===== src/design/mi3_fifo.sv =====
// Two-entry queue between front end and divider back end.
`default_nettype none
module mi3_fifo #(
    parameter int WIDTH = 8
) (
    input  wire logic             aclk,
    input  wire logic             aresetn,
    input  wire logic             wr_en,
    input  wire logic [WIDTH-1:0] wr_data,
    output logic                  room,
    output logic                  rd_valid,
    input  wire logic             rd_en,
    output logic [WIDTH-1:0]      rd_data
);

    logic [WIDTH-1:0] mem_reg [2];
    logic             wr_ptr_reg, rd_ptr_reg;
    logic [1:0]       count_reg;
    logic             do_wr, do_rd;

    assign room     = count_reg != 2'd2;
    assign rd_valid = count_reg != 2'd0;
    assign do_wr    = wr_en && room;
    assign do_rd    = rd_en && rd_valid;
    assign rd_data  = mem_reg[rd_ptr_reg];

    always_ff @(posedge aclk) begin
        if (!aresetn) begin
            wr_ptr_reg <= 1'b0;
            rd_ptr_reg <= 1'b0;
            count_reg  <= 2'd0;
        end else begin
            if (do_wr) wr_ptr_reg <= !wr_ptr_reg;
            if (do_rd) rd_ptr_reg <= !rd_ptr_reg;
            count_reg <= count_reg + 2'(do_wr) - 2'(do_rd);
        end
    end

    always_ff @(posedge aclk) begin
        if (do_wr) mem_reg[wr_ptr_reg] <= wr_data;
    end

endmodule
`default_nettype wire


===== config.mk =====
export PLATFORM = sky130hd
export DESIGN_NAME = mi3_fifo
export DESIGN_NICKNAME = d
export VERILOG_FILES = /design/src/design/mi3_fifo.sv
export SDC_FILE = /design/constraint.sdc
export NUM_CORES = 1
export LEC_CHECK = 0
export BUFFER_PORTS_ARGS = -buffer_cell sky130_fd_sc_hd__buf_2
export CAP_MARGIN = 10
export CORE_MARGIN = 1
export CORE_UTILIZATION = 41
export CTS_CLUSTER_SIZE = 25
export DETAILED_ROUTE_END_ITERATION = 16
export SETUP_SLACK_MARGIN = 0.1
export SLEW_MARGIN = 10
export SYNTH_ARGS = -nofsm -noshare
export SYNTH_HDL_FRONTEND = slang
export SYNTH_SLANG_ARGS = --single-unit

===== constraint.sdc =====
create_clock -name aclk -period 1.5 [get_ports aclk]
set_input_delay 0.15 -clock aclk [delete_from_list [all_inputs] [get_ports aclk]]
set_output_delay 0.15 -clock aclk [all_outputs]
set_load 0.05 [all_outputs]

==> flow_summary.yaml <==
final_layout:
  finalInstanceArea_sq_mm: 0.001094
  synthToLayoutAreaGrowth_pct: 30.84
  final_util_pct: 60.07
  largest_register_ffs: 16
  diodes: 0
  drive_gt1_share_pct: 54.88
  layout.nets: 96
power_and_ir_drop:
  switching_share_pct: 35.73
  powerDensity_mw_per_mm2: 1574
  leakage_nw: 0.4387
  power_switching_mw: 0.6151
  pwr-share-comb_pct: 39.7
  p_seq_share_pct: 45.4
  ir_drop_v: 0.0009844
  internal_power_mw: 1.106
  power_frac_clock_pct: 14.9
synth:
  synth_top_family_by_area: "multiplexers"
  synthTopCellsByArea: "edfxtp_1 (57%), dfxtp_1 (12%), mux2_2 (11%)"
  synth_simple_gate_area_share_pct: 10.48
  yosys_most_used_dff: "edfxtp_1"
  synthMuxAreaShare_pct: 10.78
  synthArstFlopShare_pct: 0
  synth_compound_area_share_pct: 5.240
  synth_edf_count: 16
  synth_fa_ha_area_share_pct: 1.497
  yosys.area.top_type: "edfxtp_1"
  synthXorXnorAreaFrac_pct: 1.048
  synth_top_area_share_pct: 57.49
  ys_seq_elements: 21
  yosysSeqAreaShare_pct: 69.46
  syn-num-nets: 68
  yosysMostFrequentCell: "edfxtp_1"
  synth.distinct_cells: 23
  synthCells: 55
  syn_avg_cell_area_sq_um: 15.20
  synth_area_sq_um: 835.8
  ys_warn_count: 0
  synth_common_cells: "edfxtp_1 (16), mux2_2 (8), dfxtp_1 (5)"
sta:
  final.period_utilization_pct: 92.49
  skew_ns: 0.004274
  min_period_ns: 1.387
  slew_violations: 0
  rsz0062_at_grt: "yes"
  finalSetupTns_ns: 0
  worst_slew_pin_slew_ns: 0.4793
  fmax_ghz: 0.7208
  relSlewSlack_pct: 67.61
  hold_violations: 0
  setup_viol: 0
clock_tree:
  clkLatencyLatePin_ns: 0.29
  cts_num_sinks: 21
  htree_levels: 1
  cts_buffers: 3
  clk_path_buf_depth: 2
  cts_tree: "yes"
  cts-hold-fix-buffers: 0
  clkSlewWorstSetupHoldPaths_ns: 0.11
  clockRootBuffer: "clkbuf_4"
die:
  initial_utilization_pct: 45.91
  dieArea_sq_mm: 0.002223
  ioPinCount: 22
  die_x_um: 47.15
  core_sq_mm: 0.001821
  row_count: 15
  die_h_um: 47.15
grt:
  grt_max_degree: 13
  grt_pass1_wl_mm: 1.794
  grt_overflow: 0
  grt_pass1_vias: 449
  groute.usage.overall_pct: 12.90
  antenna_found_initial: 0
placement:
  dpl_cell_area_sq_um: 969.7
  portBuffers: 21
  dp_hpwl_um: 886.9
  gp_congestion: 0.7210
drt:
  drt_iter0_markers: 9
  vias: 524
  via_per_inst: 4.897
  drtAntennaViolNets: 0
  post_drt_wl_per_cell_um: 11.96
  first_pass_iters: 3
  route.detailed.drc: 0
  totalWireLength_mm: 1.280
setup_path:
  crit_required_ns: 1.35
  cp-start-kind: "flip-flop"
  arrival_ns: 1.24
  endpoint_kind: "primary output"
  cp_max_fo: 5
  crit_type: "reg -> out"
min_path:
  min_path_type: "in -> reg"
flow_run:
  maxCapViolations: 0
status:
  status: "finished clean"
## worst paths after layout
check	slack (ns)	from	to	depth (start not counted)
worst max-delay path	0.11	count_reg[1]$_SDFF_PN0_	rd_valid	3
worst min register to register	0.53	rd_ptr_reg$_SDFFE_PN0P_	rd_ptr_reg$_SDFFE_PN0P_	2
worst min-delay path	0.03	wr_data[3]	mem_reg[0][3]$_DFFE_PP_	1
worst max register to register	0.15	count_reg[1]$_SDFF_PN0_	count_reg[0]$_SDFF_PN0_	5
## placed cells by master, fill, tap and decap left out, types with 2 or more instances in the layout
master / instances
inv_1: 2
dfxtp_4: 2
o21ai_0: 2
buf_6: 8
and3_1: 2
mux2_2: 7
nor2_1: 4
buf_4: 4
clkbuf_4: 3
edfxtp_1: 16
dfxtp_1: 2
buf_2: 12
## layout make-up
cell class / count / area [sq um]
Fill cell: 164 / 726.9
Sequential cell: 21 / 589.3
Multi-Input combinational cell: 31 / 257.7
Timing Repair Buffer: 24 / 180.2
Tap cell: 25 / 31.28
Clock buffer: 3 / 22.52
Inverter: 2 / 7.507
Clock inverter: 1 / 5.005
## power by group through the flow
stage / Sequential, mW / Clock [mW] / Combinational [mW]
CTS: 0.784 / 0.271 / 0.652
detailed placement: 0.789 / 0 / 0.562
finish: 0.781 / 0.257 / 0.684
global placement: 0.784 / 0 / 0.560
global route: 0.794 / 0.290 / 0.721
floorplan: 0.752 / 0 / 0.482
## cell families after synthesis
family / after synthesis
AOI/OAI and AO/OA: 6
xor gates and xnor gates: 1
adders and majority gates: 1
buffers and inverters: 3
DFF: 21
muxes: 8
and+or+nand+nor: 15
## per-stage QoR
| step | hold WS (ns) | power, mW | setup WS [ns] | std cells |
|---|---|---|---|---|
| global placement | 0.3375 | 1.344 | 0.1071 | 100 |
| detailed placement | 0.3418 | 1.351 | 0.005500 | 100 |
| global route | 0.01614 | 1.805 | 0.06042 | 107 |
| finish | 0.03299 | 1.721 | 0.1127 | 107 |
| floorplan | 0.2489 | 1.235 | 0.1036 | 55 |
| CTS | 0.02592 | 1.706 | 0.08375 | 105 |
## metal layers
| metal | part of all wire [%] | wire length, um | global-route usage [%] | vias to the layer above |
|---|---|---|---|---|
| met4 | 1.2 | 15 | 8.571 | 0 |
| met2 | 53 | 673 | 23.89 | 14 |
| met3 | 5.1 | 65 | 3.462 | 2 |
| met1 | 41 | 525 | 12.31 | 250 |
| met5 | 0 | 0 | 0 | - |
| li1 | - | - | - | 258 |
## critical path: stages, from the launching register on
cell	delay (ns)
dfxtp_4	0.37
buf_4	0.13
or2_2	0.26
buf_4	0.19
## what timing repair did
action | 4_1_cts | 5_1_grt
buffers inserted | 1 | 2
resized for setup | 21 | 5
setup endpoints to repair | 9 | 26
pin swaps | 0 | 2
Note: power is estimated with default switching activity, not from simulation.
