`src/design/mi3_pkg.sv`:
```
// Shared constants for the 3x3 matrix inverse: element count, cofactor product map, register map.
`default_nettype none
package mi3_pkg;

    localparam int NUM_ELEM   = 9;
    localparam int NUM_PROD   = 18;
    localparam int THR_WIDTH  = 31;
    localparam logic [THR_WIDTH-1:0] THR_RESET = 31'd1;

    // register index of the singular threshold
    localparam logic REG_SINGULAR_THRESHOLD = 1'b0;

    // cofactor e = PROD_A[2e]*PROD_B[2e] - PROD_A[2e+1]*PROD_B[2e+1], indices r*3+c
    localparam int PROD_A [NUM_PROD] = '{4, 7, 2, 1, 1, 2, 5, 3, 0, 2, 3, 0, 3, 6, 6, 0, 0, 3};
    localparam int PROD_B [NUM_PROD] = '{8, 5, 7, 8, 5, 4, 6, 8, 8, 6, 2, 5, 7, 4, 1, 7, 4, 1};

endpackage
`default_nettype wire

```
`src/design/mi3_front.sv`:
```
// Front end: cofactors, determinant, singularity check, push into the queue.
`default_nettype none
module mi3_front #(
    parameter int ELEMENT_WIDTH = 32,
    parameter int FRACTION_BITS = 16,
    parameter int PAYLOAD_WIDTH = 1
) (
    input  wire logic                          aclk,
    input  wire logic                          aresetn,
    input  wire logic                          in_valid,
    output logic                               in_ready,
    input  wire logic signed [ELEMENT_WIDTH-1:0] in_elem [mi3_pkg::NUM_ELEM],
    input  wire logic [mi3_pkg::THR_WIDTH-1:0] threshold,
    output logic                               push_valid,
    input  wire logic                          push_room,
    output logic [PAYLOAD_WIDTH-1:0]           push_data
);

    localparam int W    = ELEMENT_WIDTH;
    localparam int PW   = 2 * W;
    localparam int CW   = 2 * W + 1;
    localparam int DETW = 3 * W + 3;
    localparam int DMW  = (DETW > 2 * FRACTION_BITS + 1) ? DETW - 2 * FRACTION_BITS : 1;
    localparam int CMPT = (DMW > mi3_pkg::THR_WIDTH) ? DMW : mi3_pkg::THR_WIDTH;
    localparam int NE   = mi3_pkg::NUM_ELEM;

    logic                vld_reg [1:6];
    logic                adv;

    logic signed [PW-1:0]   prod_reg [mi3_pkg::NUM_PROD];
    logic signed [W-1:0]    row0_1_reg [3];
    logic signed [W-1:0]    row0_2_reg [3];
    logic signed [CW-1:0]   cof2_reg [NE];
    logic signed [CW-1:0]   cof3_reg [NE];
    logic signed [CW-1:0]   cof4_reg [NE];
    logic signed [CW-1:0]   cof5_reg [NE];
    logic signed [CW:0]     plo_reg [3];
    logic signed [CW:0]     phi_reg [3];
    logic signed [DETW-1:0] term_reg [3];
    logic signed [DETW-1:0] det_reg;
    logic [DMW-1:0]         dmag_reg;
    logic                   dneg_reg;
    logic [PW-1:0]          cmag_reg [NE];
    logic                   cneg_reg [NE];

    logic [DETW-1:0]        dabs;
    logic [CW-1:0]          cabs [NE];
    logic                   singular;

    assign adv      = !vld_reg[6] || push_room;
    assign in_ready = adv;

    always_ff @(posedge aclk) begin
        if (!aresetn) begin
            for (int s = 1; s <= 6; s++) begin
                vld_reg[s] <= 1'b0;
            end
        end else if (adv) begin
            vld_reg[1] <= in_valid;
            for (int s = 2; s <= 6; s++) begin
                vld_reg[s] <= vld_reg[s-1];
            end
        end
    end

    always_comb begin
        dabs = det_reg[DETW-1] ? DETW'(-det_reg) : DETW'(det_reg);
        for (int e = 0; e < NE; e++) begin
            cabs[e] = cof5_reg[e][CW-1] ? CW'(-cof5_reg[e]) : CW'(cof5_reg[e]);
        end
    end

    always_ff @(posedge aclk) begin
        if (adv) begin
            // products of element pairs
            for (int p = 0; p < mi3_pkg::NUM_PROD; p++) begin
                prod_reg[p] <= PW'(in_elem[mi3_pkg::PROD_A[p]])
                             * PW'(in_elem[mi3_pkg::PROD_B[p]]);
            end
            for (int k = 0; k < 3; k++) begin
                row0_1_reg[k] <= in_elem[k];
                row0_2_reg[k] <= row0_1_reg[k];
            end
            // cofactors
            for (int e = 0; e < NE; e++) begin
                cof2_reg[e] <= {prod_reg[2*e][PW-1], prod_reg[2*e]}
                             - {prod_reg[2*e+1][PW-1], prod_reg[2*e+1]};
                cof3_reg[e] <= cof2_reg[e];
                cof4_reg[e] <= cof3_reg[e];
                cof5_reg[e] <= cof4_reg[e];
            end
            // split row-0 products into low and high halves of the cofactor
            for (int k = 0; k < 3; k++) begin
                plo_reg[k] <= (CW+1)'(row0_2_reg[k]) * (CW+1)'($signed({1'b0, cof2_reg[3*k][W-1:0]}));
                phi_reg[k] <= (CW+1)'(row0_2_reg[k]) * (CW+1)'($signed(cof2_reg[3*k][CW-1:W]));
                term_reg[k] <= (DETW'(phi_reg[k]) <<< W) + DETW'(plo_reg[k]);
            end
            det_reg <= term_reg[0] + term_reg[1] + term_reg[2];
            // magnitudes and signs
            dneg_reg <= det_reg[DETW-1];
            dmag_reg <= DMW'(dabs >> (2 * FRACTION_BITS));
            for (int e = 0; e < NE; e++) begin
                cneg_reg[e] <= cof5_reg[e][CW-1];
                cmag_reg[e] <= cabs[e][PW-1:0];
            end
        end
    end

    assign singular = (dmag_reg == '0) || (CMPT'(dmag_reg) < CMPT'(threshold));

    always_comb begin
        push_data = '0;
        for (int e = 0; e < NE; e++) begin
            push_data[e*PW +: PW] = cmag_reg[e];
            push_data[NE*PW + e]  = cneg_reg[e];
        end
        push_data[NE*PW + NE +: DMW] = dmag_reg;
        push_data[NE*PW + NE + DMW]  = dneg_reg;
        push_data[NE*PW + NE + DMW + 1] = singular;
    end

    assign push_valid = vld_reg[6];

endmodule
`default_nettype wire

```
`config.mk`:
```
export PLATFORM = sky130hd
export DESIGN_NAME = mi3_front
export DESIGN_NICKNAME = d
export VERILOG_FILES = /design/src/design/mi3_pkg.sv /design/src/design/mi3_front.sv
export SDC_FILE = /design/constraint.sdc
export NUM_CORES = 1
export LEC_CHECK = 0
export BUFFER_PORTS_ARGS = -buffer_cell sky130_fd_sc_hd__buf_4
export CORE_AREA = 2 2 127 129
export CTS_CLUSTER_SIZE = 24
export DETAILED_ROUTE_END_ITERATION = 10
export DIE_AREA = 0 0 129 131
export GPL_ROUTABILITY_DRIVEN = 1
export PLACE_DENSITY = 0.44
export SLEW_MARGIN = 20
export SYNTH_ARGS = -nofsm -noshare
export SYNTH_HDL_FRONTEND = slang
export SYNTH_SLANG_ARGS = --single-unit
```
`constraint.sdc`:
```
create_clock -name aclk -period 1.1 [get_ports aclk]
set_input_delay 0.11 -clock aclk [delete_from_list [all_inputs] [get_ports aclk]]
set_output_delay 0.11 -clock aclk [all_outputs]
set_load 0.01 [all_outputs]
```
==> results of run 1 <==
[cells by family (layout without fill, tap and decap cells)]
family,after synthesis,in the layout,synth area share [%]
XOR/XNOR,1,1,1.86
flip-flops,13,13,83.0
AND/OR/NAND/NOR,10,10,15.2
buffers and inverters,0,19,0
[repair_timing]
item / CTS / global route
setup endpoints to repair: 2 / 14
buffers inserted: 2 / 2
pin swaps: 1 / 1
gates resized for setup: 2 / 0
[cell type report]
cell class,instances,area [um^2],area share (%)
sequential,13,390,41.5
tap,216,270,28.8
clock buffer,4,78.8,8.39
multi-input combinational,11,80.1,8.52
timing repair buffer,15,120,12.8
[routing by layer]
| layer | global-route usage [%] | share of wire, % |
|---|---|---|
| met1 | 1.16 | 45 |
| met2 | 1.62 | 46 |
| met3 | 0.896 | 8.7 |
| met4 | 0.575 | 0 |
| met5 | 0 | 0 |
[power breakdown]
part,switching (mW),total (mW),internal [mW]
registers,0.00997,0.593,0.583
clock network,0.187,0.675,0.488
logic,0.0156,0.0483,0.0327
total,0.213,1.32,1.10
[worst paths after layout]
kind,endpoint,slack [ns]
max,in_ready,0.02
min,prod_reg[1][0],0.15
max reg2reg,cof2_reg[0][0],0.04
min reg2reg,cof4_reg[0][0],0.42
[metrics by stage]
| stage | total power, mW | worst slack (ns) |
|---|---|---|
| 6_report | 1.32 | 0.0160 |
| 5_1_grt | 1.36 | -0.0375 |
| 4_1_cts | 1.33 | 0.00132 |
| 3_5_place_dp | 0.648 | 0.0130 |
| 3_3_place_gp | 0.647 | 0.0517 |
| 2_1_floorplan | 0.613 | 0.0695 |
[layout by cell type (no fill, tap or decap)]
| cell | Yosys | final |
|---|---|---|
| xor2_1 | 1 | 1 |
| clkbuf_1 | 0 | 1 |
| and2_1 | 2 | 2 |
| nand2b_4 | 1 | 1 |
| buf_6 | 0 | 2 |
| nand3b_1 | 1 | 1 |
| clkbuf_16 | 0 | 3 |
| and3_1 | 6 | 6 |
| buf_4 | 0 | 13 |
| edfxtp_1 | 13 | 13 |
==> impl_results.md, run 1 <==
- Die footprint: 16900 um^2
- Count leader, synth: edfxtp_1
- Cell count after synthesis: 24
- Routed length per instance: between 3 and 4 um
- Gr usage total: under 10%
- Post-Route WL: around 860 um
- Critical Path AT: 0.97 ns
- CTS Buffer Depth: 2
- Synthesis-stage register bit count: 13
- Part of the Yosys area used for sequential elements: around 83%
- Fill count: approximately 1800
- Post-Layout Cell Count: about 260
- Area grow syn2layout: 99.7%
- Area share of the largest cell type after synthesis: approximately 83%
- Global-route wire length before repair: approximately 1300 um
- CTS Sinks: 13
- TritonCTS clock tree: done
- ANT cells: 0
- Synth area leader: edfxtp_1
- Finish-stage setup viols: 0
- HP Class: input port to register
- Worst Path Buf+Inv: 1
- DRC violations left: 0
- Final cycle utilization of the critical path: roughly 99%
- Final Hold Fails: 0
- Post-DP HPWL: 600 um
- Status: finished, final reports clean
- Starting Density: 3.02%
- Achievable Freq: slightly above 900 MHz
- Clock skew: 0.00202 ns
- Yosys warnings: 0
- Synth Cell Area: ~470 um^2
- FP Rows: 46
- Min-delay src: in_elem[96]
- Post-Place Cells: 251
- Post-synth cell types: 6
- Setup TNS: 0 ns
- Die X: 129 um
- Max_slew headroom: around 87%
- Layout cells sized above 1: between 40 and 50%
- Critical path capture point type: primary output
- Max Slew Vio Count: 0
- Max cap viols: 0
- Hold Path Stages: 2
- RSZ-0062 raised after global routing: true
- WP depth: 2
- Syn Area/Cell: 19.6 um^2
- Routed via count: 269
- Power Density: between 1000 and 1500 nW/um^2
- First-pass detailed-route iteration total: 2
- Util after Layout: under 10%
- Async set or reset register ratio after synthesis: 0%
- Syn Nets: between 300 and 400
- CP Class: register to primary output
- CP max stage cell: edfxtp_1
- Initial antenna violation count: 0
- Cell breakdown of the critical path: nand2b_4, buf_4
- Routability congestion estimate from global placement: about 0.54
- Worst-Margin Slew: around 0.19 ns
- Crit path largest cell delay: between 0.4 and 0.5 ns
- Clk root buf: clkbuf_16
- H-tree depth: 1
- Synth cell count leaders: edfxtp_1 (13), and3_1 (6), and2_1 (2)
- Peak supply drop: between 0.9 and 1 mV
- Post-route cell area: approximately 940 um^2
- FF-to-FF Start: vld_reg[0][6]
- Req. time, crit path: approximately 1 ns
- Synth Flop Type: edfxtp_1
- Die Y: 131 um
- Critical path's top delay family: flip-flops
- Vias in the first global route: ~270
- Cts hold-fix bufs: 0
- Post-synth EDFFs: 13
- Leak: around 0.31 nW
- CP Max Fanout: 9
- Routed Antenna Nets: 0
- Worst Setup Start Kind: register
- Nets: roughly 370
- Largest cells by area after synthesis: edfxtp_1 (83%), and3_1 (8.0%), nand2b_4 (2.9%)
- Initial DRC count: 3
- Max reg flops: 6
- Min Clock Period, post-route: around 1.1 ns
- CTS Buf Count: 3
- Vias/cell: just over 1
- Placement Cell Area: 823 um^2
- Clk_lat worst skew: ~0.24 ns
- I/O pin total: about 330
- Reg2Reg Depth: 2
- Gr ovfl total: 0
- Core area: 15600 um^2
- Reg clk slew, reported paths: around 0.04 ns
- Port Buffer Count: 10
- Largest net degree at the start of global routing: 10
- Smallest hold slack: approximately 0.15 ns
- Worst setup startpoint: vld_reg[0][6]
Power figures use the tool's default switching activity.
==> run 2: changes to the inputs <==
Settings changed: ABC_AREA set to 1, CORE_AREA 2 2 127 129 to 2 2 125 127, DIE_AREA 0 0 129 131 to 0 0 127 129, PLACE_DENSITY 0.44 to 0.45.
==> run 2 against run 1 <==
Effect of this change: sequential cell count did not move; register-to-register slack gained 0.04 ns; total power increased by 0.94%; global-route usage barely moved; utilization shrank 0.10 points; fmax increased by 5.1%; critical path type unchanged; largest cell class unchanged.
==> impl_results.md, run 2 <==
- Power Total: 1.33 mW (+0.94%)
- Post-route cell area: 887 um^2 (-5.6%)
- CTS Buf Count: 3 (unchanged)
- Critical path capture point type: primary output
- Post-synth cell types: 7 (+1)
- Worst-Margin Slew: 0.184 ns (-0.00541 ns)
- Max Slew Vio Count: 0 (unchanged)
- Largest net degree at the start of global routing: 10 (unchanged)
- First-pass detailed-route iteration total: 2 (unchanged)
- Starting Density: 3.21% (+0.19 points)
- Min-delay src: in_elem[96]
- Synth Cell Area: 480 um^2 (+2.1%)
- TritonCTS clock tree: done
- Syn Nets: 357 (+2.9%)
- Achievable Freq: 970 MHz (+5.1%)
- Routed length per instance: 3.64 um (+9.7%)
- Gr ovfl total: 0 (unchanged)
- Multi-input logic area: 66.3 um^2 (-17%)
- Fill count: 1772 (-3.3%)
- HP Class: input port to register
- Worst Setup Start Kind: register
- Reg-to-Reg End: cof5_reg[0][0]
- Die X: 127 um (-1.6%)
- Yosys warnings: 0 (unchanged)
- Power Density: 1500 nW/um^2 (+6.9%)
- Post-Synth Simple-Gate Area: 9.90% (-5.3 points)
- Max_slew headroom: 87.7% (+0.36 points)
- Vias/cell: 1.18 (+14%)
- Largest cells by area after synthesis: edfxtp_1 (81%), inv_1 (7.0%), nor2_1 (4.7%)
- Req. time, crit path: 0.99 ns (about the same)
- I/O pin total: 326 (unchanged)
- Initial antenna violation count: 0 (unchanged)
- Vias in the first global route: 299 (+10%)
- CTS Buffer Depth: 2 (unchanged)
- Adder-cell share of the synthesized area: 0% (unchanged)
- Port Buffer Count: 10 (unchanged)
- Syn Area/Cell: 14.1 um^2 (-28%)
- Gr usage total: 1.08% (-0.033 points)
- Max cap viols: 0 (unchanged)
- Critical Path End: in_ready
- Status: finished, final reports clean
- XOR/XNOR Fraction of Synth Area: 1.82% (-0.039 points)
- Async set or reset register ratio after synthesis: 0% (unchanged)
- Synth Flop Type: edfxtp_1
- Peak supply drop: 1.03 mV (+11%)
- Reg clk slew, reported paths: 0.04 ns (about the same)
- Global-route wire length before repair: 1340 um (+0.53%)
- Final Hold Fails: 0 (unchanged)
- Post-synth EDFFs: 13 (unchanged)
- Commonest non-fill, non-tap cell in the layout: edfxtp_1
- Routability congestion estimate from global placement: 0.555 (+3.3%)
- Smallest hold slack: 0.129 ns (-0.0183 ns)
- Die Y: 129 um (-1.5%)
- Post-DP HPWL: 663 um (+10%)
- Part of the Yosys area used for sequential elements: 81.3% (-1.7 points)
- Routed via count: 280 (+4.1%)
- Finish-stage setup viols: 0 (unchanged)
- Reg2Reg Depth: 2 (unchanged)
- Max reg flops: 6 (unchanged)
- Die footprint: 16400 um^2 (-3.1%)
- Synthesis-stage register bit count: 13 (unchanged)
- Initial DRC count: 8 (+5)
- Area share of the largest cell type after synthesis: 81.3% (-1.7 points)
- Post-Layout Cell Count: 237 (-8.5%)
- Layout cells sized above 1: 34.7% (-9.5 points)
- FF-to-FF Start: vld_reg[0][6]
- Nets: 373 (+1.6%)
- H-tree depth: 1 (unchanged)
- Reg2Reg Setup Slack: 0.08 ns (+0.04 ns)
- Setup TNS: 0 ns (unchanged)
- Core area: 15000 um^2 (-4.0%)
- Min Clock Period, post-route: 1.03 ns (-0.0527 ns)
- Leak: 0.308 nW (-2.1%)
- Clock skew: 0.000297 ns (-0.00172 ns)
- Final cycle utilization of the critical path: 93.8% (-4.8 points)
- CP Max Fanout: 3 (-6)
- Clk_lat worst skew: 0.24 ns (about the same)
- FP Rows: 45 (-2.2%)
- Most frequent cells in the layout: edfxtp_1 (13), buf_4 (11), inv_1 (9)
- Placement Cell Area: 791 um^2 (-4.0%)
- Seq. cell area: 390 um^2 (unchanged)
- Count leader, synth: edfxtp_1
- RSZ-0062 raised after global routing: false
- DRC violations left: 0 (unchanged)
- Proportion of synthesized area in mux cells: 0% (unchanged)
- ANT cells: 0 (unchanged)
- Post-Place Cells: 232 (-7.6%)
- Synth area leader: edfxtp_1
- Critical Path AT: 0.92 ns (-0.05 ns)
- CTS Sinks: 13 (unchanged)
- Clk root buf: clkbuf_16
- Area grow syn2layout: 84.6%
- CP Class: register to primary output
- Post-Route WL: 863 um (+0.35%)
- Synth cell count leaders: edfxtp_1 (13), inv_1 (9), nor2_1 (6), nand2_1 (2), nand2_2 (2)
- Compound-Gate Fraction of Synth Area: 0% (unchanged)
- Routed Antenna Nets: 0 (unchanged)
- Largest family of logic cells by synthesized area: simple AND/OR/NAND/NOR gates
- Worst setup startpoint: vld_reg[0][6]
- Cell count after synthesis: 34 (+42%)
run 2: kinds of logic after synthesis:
kind of cell,after synthesis
buffers and inverters,9
xor gates and xnor gates,1
DFF,13
and+or+nand+nor,11
run 2: critical path, cell delays in order (launching register included):
cell and delay [ns]:
edfxtp_1 0.45, nand2_4 0.12, buf_4 0.12
run 2: layout make-up:
cell class                 instances  share of cell area, %
clock buffer                       4                   8.89
inverter                           9                   3.81
multi-input combinational         12                   7.48
sequential                        13                   44.0
tap                              188                   26.5
timing repair buffer              11                   9.31
run 2: what timing repair did:
| item | CTS | global route |
|---|---|---|
| pin swaps | 1 | 1 |
| hold buffers | 0 | 0 |
| resized for setup | 1 | 1 |
| buffers inserted | 0 | 1 |
| endpoints found under the setup margin | 1 | 7 |
run 2: where the power goes:
group	leakage [nW]	switching [mW]	internal, mW	total [mW]
Sequential	0.151	0.0120	0.588	0.600
Combinational	0.119	0.0247	0.0309	0.0556
Clock	0.0382	0.186	0.488	0.673
run 2: how the worst min path moves through the flow:
stage                      to  slack (ns)  cells after the start
6_report       prod_reg[1][0]        0.13                      3
5_1_grt        prod_reg[1][0]        0.15                      3
4_1_cts        prod_reg[1][0]        0.13                      3
3_5_place_dp   prod_reg[1][0]        0.37                      3
3_3_place_gp   prod_reg[1][0]        0.37                      3
2_1_floorplan  prod_reg[0][0]        0.28                      2
run 2: metal layers:
layer	global-route usage, %	routed length (um)	vias to the layer above
li1	-	-	136
met1	1.51	480	134
met2	1.55	344	10
met3	0.374	39	0
met4	0.388	0	0
met5	0	0	-
run 2: stage by stage:
| step | util (%) | worst slack [ns] |
|---|---|---|
| detailed placement | 5.28 | 0.0806 |
| floorplan | - | 0.0941 |
| global route | 5.92 | 0.0337 |
| CTS | 5.84 | 0.00686 |
| finish | 5.92 | 0.0687 |
| global placement | 5.28 | 0.0923 |
